`config.mk`:
```
export PLATFORM = sky130hd
export DESIGN_NAME = polyline_cull_and_subdivide
export DESIGN_NICKNAME = d
export VERILOG_FILES = /design/src/rtl/pcs_pkg.sv /design/src/rtl/polyline_cull_and_subdivide.sv /design/src/rtl/pcs_unit.sv
export SDC_FILE = /design/constraint.sdc
export NUM_CORES = 2
export LEC_CHECK = 0
export BUFFER_PORTS_ARGS = -buffer_cell sky130_fd_sc_hd__buf_4
export CORE_ASPECT_RATIO = 0.75
export CORE_MARGIN = 2
export CORE_UTILIZATION = 55
export CTS_CLUSTER_DIAMETER = 100
export DETAILED_ROUTE_END_ITERATION = 8
export GPL_TIMING_DRIVEN = 1
export MAX_ROUTING_LAYER = met4
export PLACE_DENSITY = 0.7
export SETUP_SLACK_MARGIN = 0.05
export SYNTH_ARGS = -nofsm -noshare
export SYNTH_HDL_FRONTEND = slang
export SYNTH_SLANG_ARGS = --single-unit
```
`constraint.sdc`:
```
create_clock -name i_clk -period 13.4 [get_ports i_clk]
set_clock_uncertainty 0.2 [all_clocks]
set_input_delay 2.01 -clock i_clk [delete_from_list [all_inputs] [get_ports i_clk]]
set_output_delay 2.01 -clock i_clk [all_outputs]
set_load 0.005 [all_outputs]
```
`src/rtl/pcs_pkg.sv`:
```
// shared constants and types of the polyline cull and subdivide block
package pcs_pkg;

    // coordinate and arithmetic widths
    localparam int COORD_W  = 24;
    localparam int DIFF_W   = COORD_W + 1;
    localparam int SUM_W    = 2 * DIFF_W;
    localparam int ROOT_W   = 26;
    localparam int RAD_W    = 2 * ROOT_W;
    localparam int DIV_W    = 16;
    localparam int REM_W    = ROOT_W + 2;

    // subdivision cap
    localparam int MAX_STEPS = 64;
    localparam int STEP_W    = $clog2(MAX_STEPS + 1);

    // iterative unit sequencing
    localparam int UNIT_STEPS = ROOT_W;
    localparam int CNT_W      = $clog2(UNIT_STEPS);

    // configuration register indexes
    localparam int CFG_IDX_W = 2;
    localparam int CFG_DATA_W = 23;
    localparam logic [CFG_IDX_W-1:0] REG_PIXEL_STEP  = 2'd0;
    localparam logic [CFG_IDX_W-1:0] REG_CULL_MARGIN = 2'd1;
    localparam logic [CFG_IDX_W-1:0] REG_CURVE_ID    = 2'd2;

    // register reset values
    localparam logic [15:0] PIXEL_STEP_RST  = 16'd66;
    localparam logic [22:0] CULL_MARGIN_RST = 23'd78643;

    // shared unit operations
    localparam logic OP_DIV  = 1'b0;
    localparam logic OP_SQRT = 1'b1;

    typedef struct packed {
        logic             start;
        logic             op;
        logic [RAD_W-1:0] operand;
        logic [DIV_W-1:0] divisor;
    } t_unit_req;

    typedef struct packed {
        logic              done;
        logic [ROOT_W-1:0] result;
        logic [DIV_W-1:0]  rem;
    } t_unit_rsp;

endpackage

```
`src/rtl/polyline_cull_and_subdivide.sv`:
```
// top level of the polyline cull and subdivide block
// Takes one signed Q8.16 point per transfer and emits the points of the segment from the
// previous point. A curve-start point is passed straight out and a culled segment is dropped.
// Any other segment needs its squared length (one shared 25x25 multiplier) and an integer
// square root on the shared iterative unit. A subdivided segment adds a ceiling divide for
// the step count and one divide each for x and y on the same unit, then gives one
// interpolated point per cycle while the output register is free; steps at most MAX_STEPS.
// The input side is ready only between items; results leave through an output register, so
// the next point is taken while the last result still waits.
module polyline_cull_and_subdivide (
    input  logic                                i_clk,
    input  logic                                i_rst_n,
    // input stream
    input  logic                                s_axis_tvalid,
    output logic                                s_axis_tready,
    input  logic [47:0]                         s_axis_tdata,  // point_x, point_y
    input  logic                                s_axis_tuser,  // curve_start
    // output stream
    output logic                                m_axis_tvalid,
    input  logic                                m_axis_tready,
    output logic [63:0]                         m_axis_tdata,  // out_x, out_y, out_curve
    output logic                                m_axis_tlast,  // last_of_run
    // configuration writes
    input  logic                                i_cfg_we,
    input  logic [pcs_pkg::CFG_IDX_W-1:0]       i_cfg_idx,
    input  logic [pcs_pkg::CFG_DATA_W-1:0]      i_cfg_data
);

    localparam logic [3:0] S_IDLE   = 4'd0;
    localparam logic [3:0] S_CHECK  = 4'd1;
    localparam logic [3:0] S_SQX    = 4'd2;
    localparam logic [3:0] S_SQY    = 4'd3;
    localparam logic [3:0] S_ROOTGO = 4'd4;
    localparam logic [3:0] S_ROOTW  = 4'd5;
    localparam logic [3:0] S_LEN    = 4'd6;
    localparam logic [3:0] S_CEILW  = 4'd7;
    localparam logic [3:0] S_DXGO   = 4'd8;
    localparam logic [3:0] S_DXW    = 4'd9;
    localparam logic [3:0] S_DYGO   = 4'd10;
    localparam logic [3:0] S_DYW    = 4'd11;
    localparam logic [3:0] S_EMIT   = 4'd12;
    localparam logic [3:0] S_ENDP   = 4'd13;

    localparam int CW = pcs_pkg::COORD_W;
    localparam int DW = pcs_pkg::DIFF_W;
    localparam int SW = pcs_pkg::STEP_W;

    // configuration registers
    logic [15:0]           r_pixel_step;
    logic [22:0]           r_cull_margin;
    logic [15:0]           r_curve_id;

    // sequencer and segment state
    logic [3:0]            r_state;
    logic [3:0]            n_state;
    logic [CW-1:0]         r_x1, r_y1, r_x2, r_y2;
    logic                  r_start;
    logic [DW-1:0]         r_ax, r_ay;
    logic                  r_negx, r_negy;
    logic [pcs_pkg::SUM_W-1:0]  r_sum;
    logic [pcs_pkg::ROOT_W-1:0] r_len;
    logic [SW-1:0]         r_steps;
    logic [SW-1:0]         r_k;
    logic [DW-1:0]         r_qdx, r_qdy, r_qx, r_qy;
    logic [SW-1:0]         r_rdx, r_rdy, r_rx, r_ry;

    // output register
    logic                  r_ov;
    logic [CW-1:0]         r_ox, r_oy;
    logic [15:0]           r_ocurve;
    logic                  r_olast;

    // unit handshake
    pcs_pkg::t_unit_req    unit_req;
    pcs_pkg::t_unit_rsp    unit_rsp;

    logic                  in_xfer;
    logic                  slot_free;
    logic                  emit;
    logic                  culled;
    logic                  len_gt;
    logic [15:0]           ps;
    logic [pcs_pkg::ROOT_W-1:0] ceil_num;
    logic [SW-1:0]         steps_clamped;
    logic signed [DW-1:0]  x1s, x2s, y1s, y2s, m_pos, m_neg;
    logic signed [DW-1:0]  maxx, minx, maxy, miny, dxs, dys;
    logic [DW-1:0]         mul_op;
    logic [pcs_pkg::SUM_W-1:0] prod;
    logic [SW:0]           rx_sum, ry_sum;
    logic                  cx, cy;
    logic [CW-1:0]         ix, iy;

    // saturate a 26-bit signed sum to the coordinate range
    function automatic logic [CW-1:0] sat_coord(input logic signed [DW:0] v);
        logic [CW-1:0] res;
        if (v > (DW+1)'(signed'({1'b0, {(CW-1){1'b1}}}))) begin
            res = {1'b0, {(CW-1){1'b1}}};
        end else if (v < -(DW+1)'(signed'({1'b0, 1'b1, {(CW-1){1'b0}}}))) begin
            res = {1'b1, {(CW-1){1'b0}}};
        end else begin
            res = v[CW-1:0];
        end
        return res;
    endfunction

    // point plus or minus the running quotient
    function automatic logic [CW-1:0] interp(input logic [CW-1:0] base,
                                            input logic [DW-1:0] q,
                                            input logic neg);
        logic signed [DW:0] b;
        logic signed [DW:0] d;
        b = signed'({{2{base[CW-1]}}, base});
        d = signed'({1'b0, q});
        return sat_coord(neg ? b - d : b + d);
    endfunction

    assign in_xfer       = s_axis_tvalid && s_axis_tready;
    assign s_axis_tready = (r_state == S_IDLE);
    assign slot_free     = !r_ov || m_axis_tready;
    assign emit          = slot_free && ((r_state == S_EMIT) || (r_state == S_ENDP));

    // configuration writes
    always_ff @(posedge i_clk) begin
        if (!i_rst_n) begin
            r_pixel_step  <= pcs_pkg::PIXEL_STEP_RST;
            r_cull_margin <= pcs_pkg::CULL_MARGIN_RST;
            r_curve_id    <= '0;
        end else if (i_cfg_we) begin
            case (i_cfg_idx)
                pcs_pkg::REG_PIXEL_STEP:  r_pixel_step  <= i_cfg_data[15:0];
                pcs_pkg::REG_CULL_MARGIN: r_cull_margin <= i_cfg_data;
                pcs_pkg::REG_CURVE_ID:    r_curve_id    <= i_cfg_data[15:0];
                default: ;
            endcase
        end
    end

    // bounding box cull against the margin square
    always_comb begin
        x1s   = signed'({r_x1[CW-1], r_x1});
        x2s   = signed'({r_x2[CW-1], r_x2});
        y1s   = signed'({r_y1[CW-1], r_y1});
        y2s   = signed'({r_y2[CW-1], r_y2});
        m_pos = signed'({2'b00, r_cull_margin});
        m_neg = -m_pos;
        maxx  = (x1s > x2s) ? x1s : x2s;
        minx  = (x1s < x2s) ? x1s : x2s;
        maxy  = (y1s > y2s) ? y1s : y2s;
        miny  = (y1s < y2s) ? y1s : y2s;
        culled = (maxx < m_neg) || (minx > m_pos) || (maxy < m_neg) || (miny > m_pos);
        dxs   = x2s - x1s;
        dys   = y2s - y1s;
    end

    // shared squarer
    assign mul_op = (r_state == S_SQX) ? r_ax : r_ay;
    assign prod   = mul_op * mul_op;

    // length threshold and step count
    assign ps       = (r_pixel_step == 16'd0) ? 16'd1 : r_pixel_step;
    assign len_gt   = (r_len > {{(pcs_pkg::ROOT_W-16){1'b0}}, ps});
    assign ceil_num = r_len + {{(pcs_pkg::ROOT_W-16){1'b0}}, ps} - 1'b1;
    assign steps_clamped = (unit_rsp.result > pcs_pkg::ROOT_W'(pcs_pkg::MAX_STEPS))
                         ? SW'(pcs_pkg::MAX_STEPS) : unit_rsp.result[SW-1:0];

    // requests to the shared unit
    always_comb begin
        unit_req.start = (r_state == S_ROOTGO) || ((r_state == S_LEN) && len_gt)
                      || (r_state == S_DXGO) || (r_state == S_DYGO);
        unit_req.op    = (r_state == S_ROOTGO) ? pcs_pkg::OP_SQRT : pcs_pkg::OP_DIV;
        unit_req.divisor = (r_state == S_LEN) ? ps
                         : {{(pcs_pkg::DIV_W-SW){1'b0}}, r_steps};
        case (r_state)
            S_ROOTGO: unit_req.operand = {{(pcs_pkg::RAD_W-pcs_pkg::SUM_W){1'b0}}, r_sum};
            S_LEN:    unit_req.operand = {{(pcs_pkg::RAD_W-pcs_pkg::ROOT_W){1'b0}}, ceil_num};
            S_DXGO:   unit_req.operand = {{(pcs_pkg::RAD_W-DW){1'b0}}, r_ax};
            S_DYGO:   unit_req.operand = {{(pcs_pkg::RAD_W-DW){1'b0}}, r_ay};
            default:  unit_req.operand = '0;
        endcase
    end

    pcs_unit u_unit (
        .i_clk   (i_clk),
        .i_rst_n (i_rst_n),
        .i_req   (unit_req),
        .o_rsp   (unit_rsp)
    );

    // next interpolation quotient and remainder
    always_comb begin
        rx_sum = {1'b0, r_rx} + {1'b0, r_rdx};
        ry_sum = {1'b0, r_ry} + {1'b0, r_rdy};
        cx     = (rx_sum >= {1'b0, r_steps});
        cy     = (ry_sum >= {1'b0, r_steps});
        ix     = interp(r_x1, r_qx, r_negx);
        iy     = interp(r_y1, r_qy, r_negy);
    end

    // sequencer
    always_comb begin
        n_state = r_state;
        case (r_state)
            S_IDLE:   if (in_xfer) n_state = S_CHECK;
            S_CHECK:  n_state = r_start ? S_ENDP : (culled ? S_IDLE : S_SQX);
            S_SQX:    n_state = S_SQY;
            S_SQY:    n_state = S_ROOTGO;
            S_ROOTGO: n_state = S_ROOTW;
            S_ROOTW:  if (unit_rsp.done) n_state = S_LEN;
            S_LEN:    n_state = len_gt ? S_CEILW : S_ENDP;
            S_CEILW:  if (unit_rsp.done) n_state = S_DXGO;
            S_DXGO:   n_state = S_DXW;
            S_DXW:    if (unit_rsp.done) n_state = S_DYGO;
            S_DYGO:   n_state = S_DYW;
            S_DYW:    if (unit_rsp.done) n_state = S_EMIT;
            S_EMIT:   if (emit && (r_k == r_steps - 1'b1)) n_state = S_ENDP;
            S_ENDP:   if (emit) n_state = S_IDLE;
            default:  n_state = S_IDLE;
        endcase
    end

    // control state and the held point
    always_ff @(posedge i_clk) begin
        if (!i_rst_n) begin
            r_state <= S_IDLE;
            r_ov    <= 1'b0;
            r_x2    <= '0;
            r_y2    <= '0;
        end else begin
            r_state <= n_state;
            if (in_xfer) begin
                r_x2 <= s_axis_tdata[CW-1:0];
                r_y2 <= s_axis_tdata[2*CW-1:CW];
            end
            if (emit) begin
                r_ov <= 1'b1;
            end else if (m_axis_tready) begin
                r_ov <= 1'b0;
            end
        end
    end

    // segment datapath
    always_ff @(posedge i_clk) begin
        if (in_xfer) begin
            r_x1    <= r_x2;
            r_y1    <= r_y2;
            r_start <= s_axis_tuser;
        end
        if (r_state == S_CHECK) begin
            r_ax   <= dxs[DW-1] ? DW'(-dxs) : DW'(dxs);
            r_ay   <= dys[DW-1] ? DW'(-dys) : DW'(dys);
            r_negx <= dxs[DW-1];
            r_negy <= dys[DW-1];
        end
        if (r_state == S_SQX) r_sum <= prod;
        if (r_state == S_SQY) r_sum <= r_sum + prod;
        if ((r_state == S_ROOTW) && unit_rsp.done) r_len <= unit_rsp.result;
        if ((r_state == S_CEILW) && unit_rsp.done) r_steps <= steps_clamped;
        if ((r_state == S_DXW) && unit_rsp.done) begin
            r_qdx <= unit_rsp.result[DW-1:0];
            r_rdx <= unit_rsp.rem[SW-1:0];
        end
        if ((r_state == S_DYW) && unit_rsp.done) begin
            r_qdy <= unit_rsp.result[DW-1:0];
            r_rdy <= unit_rsp.rem[SW-1:0];
            r_qx  <= r_qdx;
            r_rx  <= r_rdx;
            r_qy  <= unit_rsp.result[DW-1:0];
            r_ry  <= unit_rsp.rem[SW-1:0];
            r_k   <= SW'(1);
        end
        // step to the next interpolated point
        if (emit && (r_state == S_EMIT)) begin
            r_k  <= r_k + 1'b1;
            r_qx <= r_qx + r_qdx + DW'(cx);
            r_qy <= r_qy + r_qdy + DW'(cy);
            r_rx <= cx ? SW'(rx_sum - {1'b0, r_steps}) : rx_sum[SW-1:0];
            r_ry <= cy ? SW'(ry_sum - {1'b0, r_steps}) : ry_sum[SW-1:0];
        end
    end

    // output register load
    always_ff @(posedge i_clk) begin
        if (emit) begin
            r_ocurve <= r_curve_id;
            if (r_state == S_EMIT) begin
                r_ox    <= ix;
                r_oy    <= iy;
                r_olast <= 1'b0;
            end else begin
                r_ox    <= r_x2;
                r_oy    <= r_y2;
                r_olast <= 1'b1;
            end
        end
    end

    assign m_axis_tvalid = r_ov;
    assign m_axis_tdata  = {r_ocurve, r_oy, r_ox};
    assign m_axis_tlast  = r_olast;

endmodule

```
`src/rtl/pcs_unit.sv`:
```
// shared iterative square root and divide unit, one result bit per cycle
module pcs_unit (
    input  logic                i_clk,
    input  logic                i_rst_n,
    input  pcs_pkg::t_unit_req  i_req,
    output pcs_pkg::t_unit_rsp  o_rsp
);

    logic                         r_busy;
    logic                         r_done;
    logic [pcs_pkg::CNT_W-1:0]    r_cnt;
    logic                         r_sqrt;
    logic [pcs_pkg::RAD_W-1:0]    r_acc;
    logic [pcs_pkg::REM_W-1:0]    r_rem;
    logic [pcs_pkg::ROOT_W-1:0]   r_res;
    logic [pcs_pkg::DIV_W-1:0]    r_den;

    logic [pcs_pkg::REM_W-1:0]    rem_sh;
    logic [pcs_pkg::REM_W-1:0]    trial;
    logic [pcs_pkg::REM_W-1:0]    diff;
    logic                         ge;

    // one compare and subtract step: two radicand bits or one dividend bit
    always_comb begin
        if (r_sqrt) begin
            rem_sh = {r_rem[pcs_pkg::REM_W-3:0], r_acc[pcs_pkg::RAD_W-1 -: 2]};
            trial  = {r_res, 2'b01};
        end else begin
            rem_sh = {r_rem[pcs_pkg::REM_W-2:0], r_acc[pcs_pkg::RAD_W-1]};
            trial  = {{(pcs_pkg::REM_W-pcs_pkg::DIV_W){1'b0}}, r_den};
        end
        ge   = (rem_sh >= trial);
        diff = rem_sh - trial;
    end

    // control
    always_ff @(posedge i_clk) begin
        if (!i_rst_n) begin
            r_busy <= 1'b0;
            r_done <= 1'b0;
            r_cnt  <= '0;
        end else begin
            r_done <= 1'b0;
            if (i_req.start) begin
                r_busy <= 1'b1;
                r_cnt  <= '0;
            end else if (r_busy) begin
                r_cnt <= r_cnt + 1'b1;
                if (r_cnt == pcs_pkg::CNT_W'(pcs_pkg::UNIT_STEPS - 1)) begin
                    r_busy <= 1'b0;
                    r_done <= 1'b1;
                end
            end
        end
    end

    // datapath
    always_ff @(posedge i_clk) begin
        if (i_req.start) begin
            r_sqrt <= (i_req.op == pcs_pkg::OP_SQRT);
            r_rem  <= '0;
            r_res  <= '0;
            r_den  <= i_req.divisor;
            if (i_req.op == pcs_pkg::OP_SQRT) begin
                r_acc <= i_req.operand;
            end else begin
                r_acc <= {i_req.operand[pcs_pkg::ROOT_W-1:0], {pcs_pkg::ROOT_W{1'b0}}};
            end
        end else if (r_busy) begin
            r_rem <= ge ? diff : rem_sh;
            r_res <= {r_res[pcs_pkg::ROOT_W-2:0], ge};
            if (r_sqrt) begin
                r_acc <= {r_acc[pcs_pkg::RAD_W-3:0], 2'b00};
            end else begin
                r_acc <= {r_acc[pcs_pkg::RAD_W-2:0], 1'b0};
            end
        end
    end

    assign o_rsp.done   = r_done;
    assign o_rsp.result = r_res;
    assign o_rsp.rem    = r_rem[pcs_pkg::DIV_W-1:0];

endmodule

```
==> run_results.csv <==
group,metric,value,unit
status,status,"complete, no violations",
route,routed_wl,219,mm
route,detail-route-antenna-nets,0,
route,drt_iter0_drc,6140,
floorplanning,chipHeight,296,um
cts,numCtsBuffers,71,
timing,hold_viol,0,
setup_path,critPathKind,"flip-flop to flip-flop",
synth,synthTopCellsByCount,"inv_1 (922), nand2_1 (805), ha_1 (598), fa_1 (489), nor2_1 (472)",
floorplanning,core-area,113000,sq um
floorplanning,die_w,393,um
setup_path,cp_max_fo,20,
floorplanning,start_util,55.2,%
cts,path_clk_slew,70,ps
grt,grt_max_degree,85,
route,avgViaCountPerCell,6.14,
floorplanning,dieArea,116000,sq um
finish,layout.nets,8078,
synth,synth_fp_nets,8017,
setup_path,critPathMostFrequentCell,"fa_1",
setup_path,start_kind,"flip-flop",
finish,drive_above_1_share,7.26,%
timing,fmax,0.0789,GHz
route,avgRoutedWirePerCell,25.8,um
synth,yosysSeqAreaShare,27.2,%
timing,timing.hold.ws,221,ps
cts,cts_root_buf,"clkbuf_16",
setup_path,cp.required,13630,ps
synth,netlist.area_leader.share,21.8,%
synth,yosys.area.top_type,"edfxtp_1",
finish,fillerInstances,9986,
timing,setup_viol,0,
synth,ys_seq_elements,621,
cts,worstSkewPairLatency,720,ps
synth,synth-main-ff-cell,"edfxtp_1",
timing,relSlewSlack,18.9,%
synth,synth_area_per_cell,9.12,sq um
setup_path,crit_path_end_kind,"flip-flop",
placed_design,place.gp.congestion,1.03,
setup_path,slowest_delay,620,ps
timing,final.min_clock_period,12670,ps
finish,final_cells,8502,
synth,ys_async_sr_fraction,0,%
finish,utilization,60.0,%
floorplanning,rows,107,
min_path,min-delay-path-class,"flip-flop to flip-flop",
synth,synth_cells,6851,
cts,htree_levels,3,
synth,synth_area_leaders,"edfxtp_1 (22%), fa_1 (16%), ha_1 (12%)",
cts,cts_tree,"done",
synth,synthesis.area,62500,sq um
route,num_vias,52200,
synth,synthMostInstantiatedCell,"inv_1",
timing,finalCritPeriodShare,94.6,%
route,drt_pre_antenna_iters,9,
timing,final.setup.tns,0,ps
finish,multiInputGateArea,41300,sq um
synth,synth_edf_count,453,
synth,ys.warnings.count,0,
synth,yosysUniqueCellTypes,88,
finish,ff_latch_area,17000,sq um
finish,area_growth,8.64,%
placed_design,place_inst,8365,
timing,drv_slew,0,
setup_path,cp.arrival,12910,ps
grt,grt_remaining_overflow,0,
grt,grt_pass1_vias,49100,
cts,clockBufferDepth,3,
cts,cts_sinks,621,
placed_design,port_buffers,145,
timing,rsz0062_at_grt,"no",
cts,hold_buffers,0,
grt,grt_pass1_wl,323,mm
floorplanning,boundaryPins,146,
grt,grt_antenna_before_repair,5,
grt,grt_usage,38.8,%
placed_design,dpl.hpwl,176,mm
timing,worst_slew_pin_slew,1200,ps
setup_path,crit_slowest_cell,"mux2_2",
flow_run,cap_violations,0,
route,post-route-drc-count,0,
[final timing paths]
path / startpoint / endpoint / slack, ps / cells after the start
max reg2reg: r_state[1]$_SDFFE_PN0P_ / r_sum[48]$_DFFE_PP_ / 730 / 39
max: r_state[1]$_SDFFE_PN0P_ / r_sum[48]$_DFFE_PP_ / 730 / 39
min reg2reg: r_curve_id[3]$_SDFFE_PN0P_ / r_ocurve[3]$_DFFE_PP_ / 220 / 0
min: r_curve_id[3]$_SDFFE_PN0P_ / r_ocurve[3]$_DFFE_PP_ / 220 / 0
[cell type report]
type                       count  area share, %
multi-input combinational   5060           60.8
sequential                   621           25.0
inverter                     930           5.16
clock buffer                  86           2.87
tap                         1526           2.81
timing repair buffer         228           2.52
clock inverter                46          0.840
antenna                        5         0.0184
[per-layer routing]
layer,track usage (%),up-vias,routed length (um)
met3,11.5,297,27900
met5,-,-,0
met1,57.9,25600,99600
li1,-,23700,-
met2,51.1,2631,85500
met4,9.10,0,6130
[worst max-delay path, delay by kind of cell (launching register included)]
| kind | cells | cell delay [ps] |
|---|---|---|
| fa+ha+maj | 9 | 4270 |
| simple gates | 8 | 2030 |
| flops | 1 | 580 |
| mux | 1 | 620 |
| xor+xnor | 2 | 250 |
| compound gates | 13 | 3390 |
| buf+inv | 6 | 1060 |
[registers in the layout (all words and copies together), names as in the netlist, 16 cells and up]
register,cells
u_unit.r_acc,52
r_sum,50
u_unit.r_rem,27
r_len,26
u_unit.r_res,26
r_ax,25
r_ay,25
r_qdx,25
r_qdy,25
r_qx,25
r_qy,25
r_ox,24
r_oy,24
r_x1,24
r_x2,24
r_y1,24
r_y2,24
r_cull_margin,23
r_curve_id,16
r_ocurve,16
r_pixel_step,16
u_unit.r_den,16
[through the flow]
step,worst slack [ps],cell area [sq um]
6_report,726,67900
5_1_grt,235,67900
4_1_cts,839,67900
3_5_place_dp,870,65300
3_3_place_gp,1310,65300
2_1_floorplan,2460,62500
[layout by cell type (no fill, tap or decap), types with 14 or more instances in the layout]
| cell type | synthesis | final |
|---|---|---|
| nor4_1 | 40 | 40 |
| o311ai_0 | 18 | 17 |
| ha_1 | 598 | 598 |
| a21boi_0 | 106 | 106 |
| a222oi_1 | 15 | 15 |
| and4_1 | 16 | 16 |
| o211ai_1 | 60 | 60 |
| xnor2_1 | 258 | 258 |
| nor2_1 | 472 | 465 |
| nor2b_1 | 46 | 46 |
| inv_1 | 922 | 920 |
| buf_4 | 0 | 228 |
| fa_1 | 489 | 489 |
| clkbuf_16 | 0 | 75 |
| xor2_1 | 139 | 139 |
| edfxtp_1 | 453 | 453 |
| a31oi_1 | 42 | 42 |
| nand4_1 | 54 | 54 |
| nand2_1 | 805 | 803 |
| nand3_1 | 75 | 75 |
| a221o_1 | 42 | 42 |
| and2_1 | 31 | 31 |
| nand2b_1 | 55 | 53 |
| nor3_1 | 112 | 109 |
| clkinv_2 | 0 | 14 |
| mux2_2 | 86 | 86 |
| a21oi_1 | 351 | 349 |
| and3_1 | 42 | 41 |
| o31ai_1 | 26 | 26 |
| o21bai_1 | 49 | 49 |
| or3_1 | 28 | 28 |
| o21ai_0 | 402 | 400 |
| o21a_1 | 44 | 44 |
| a21o_1 | 172 | 172 |
| mux2i_1 | 131 | 126 |
| dfxtp_1 | 168 | 167 |
| a211oi_1 | 32 | 32 |
[logic make-up after synthesis]
kind of cell | share of synthesized area, %
buf+inv | 7.04
simple gates | 13.0
flops | 27.2
xor+xnor | 5.56
compound gates | 15.9
mux | 3.67
fa+ha+maj | 27.6
[timing repair]
action | in CTS | in global routing
resized for setup | 0 | 3
setup buffers | 0 | 0
endpoints found under the hold margin | 0 | 0
setup endpoints to repair | 0 | 1
Power is left out: the tool's default activity adds up to more than one toggle a clock period on the data nets, which glitch-free logic cannot reach.
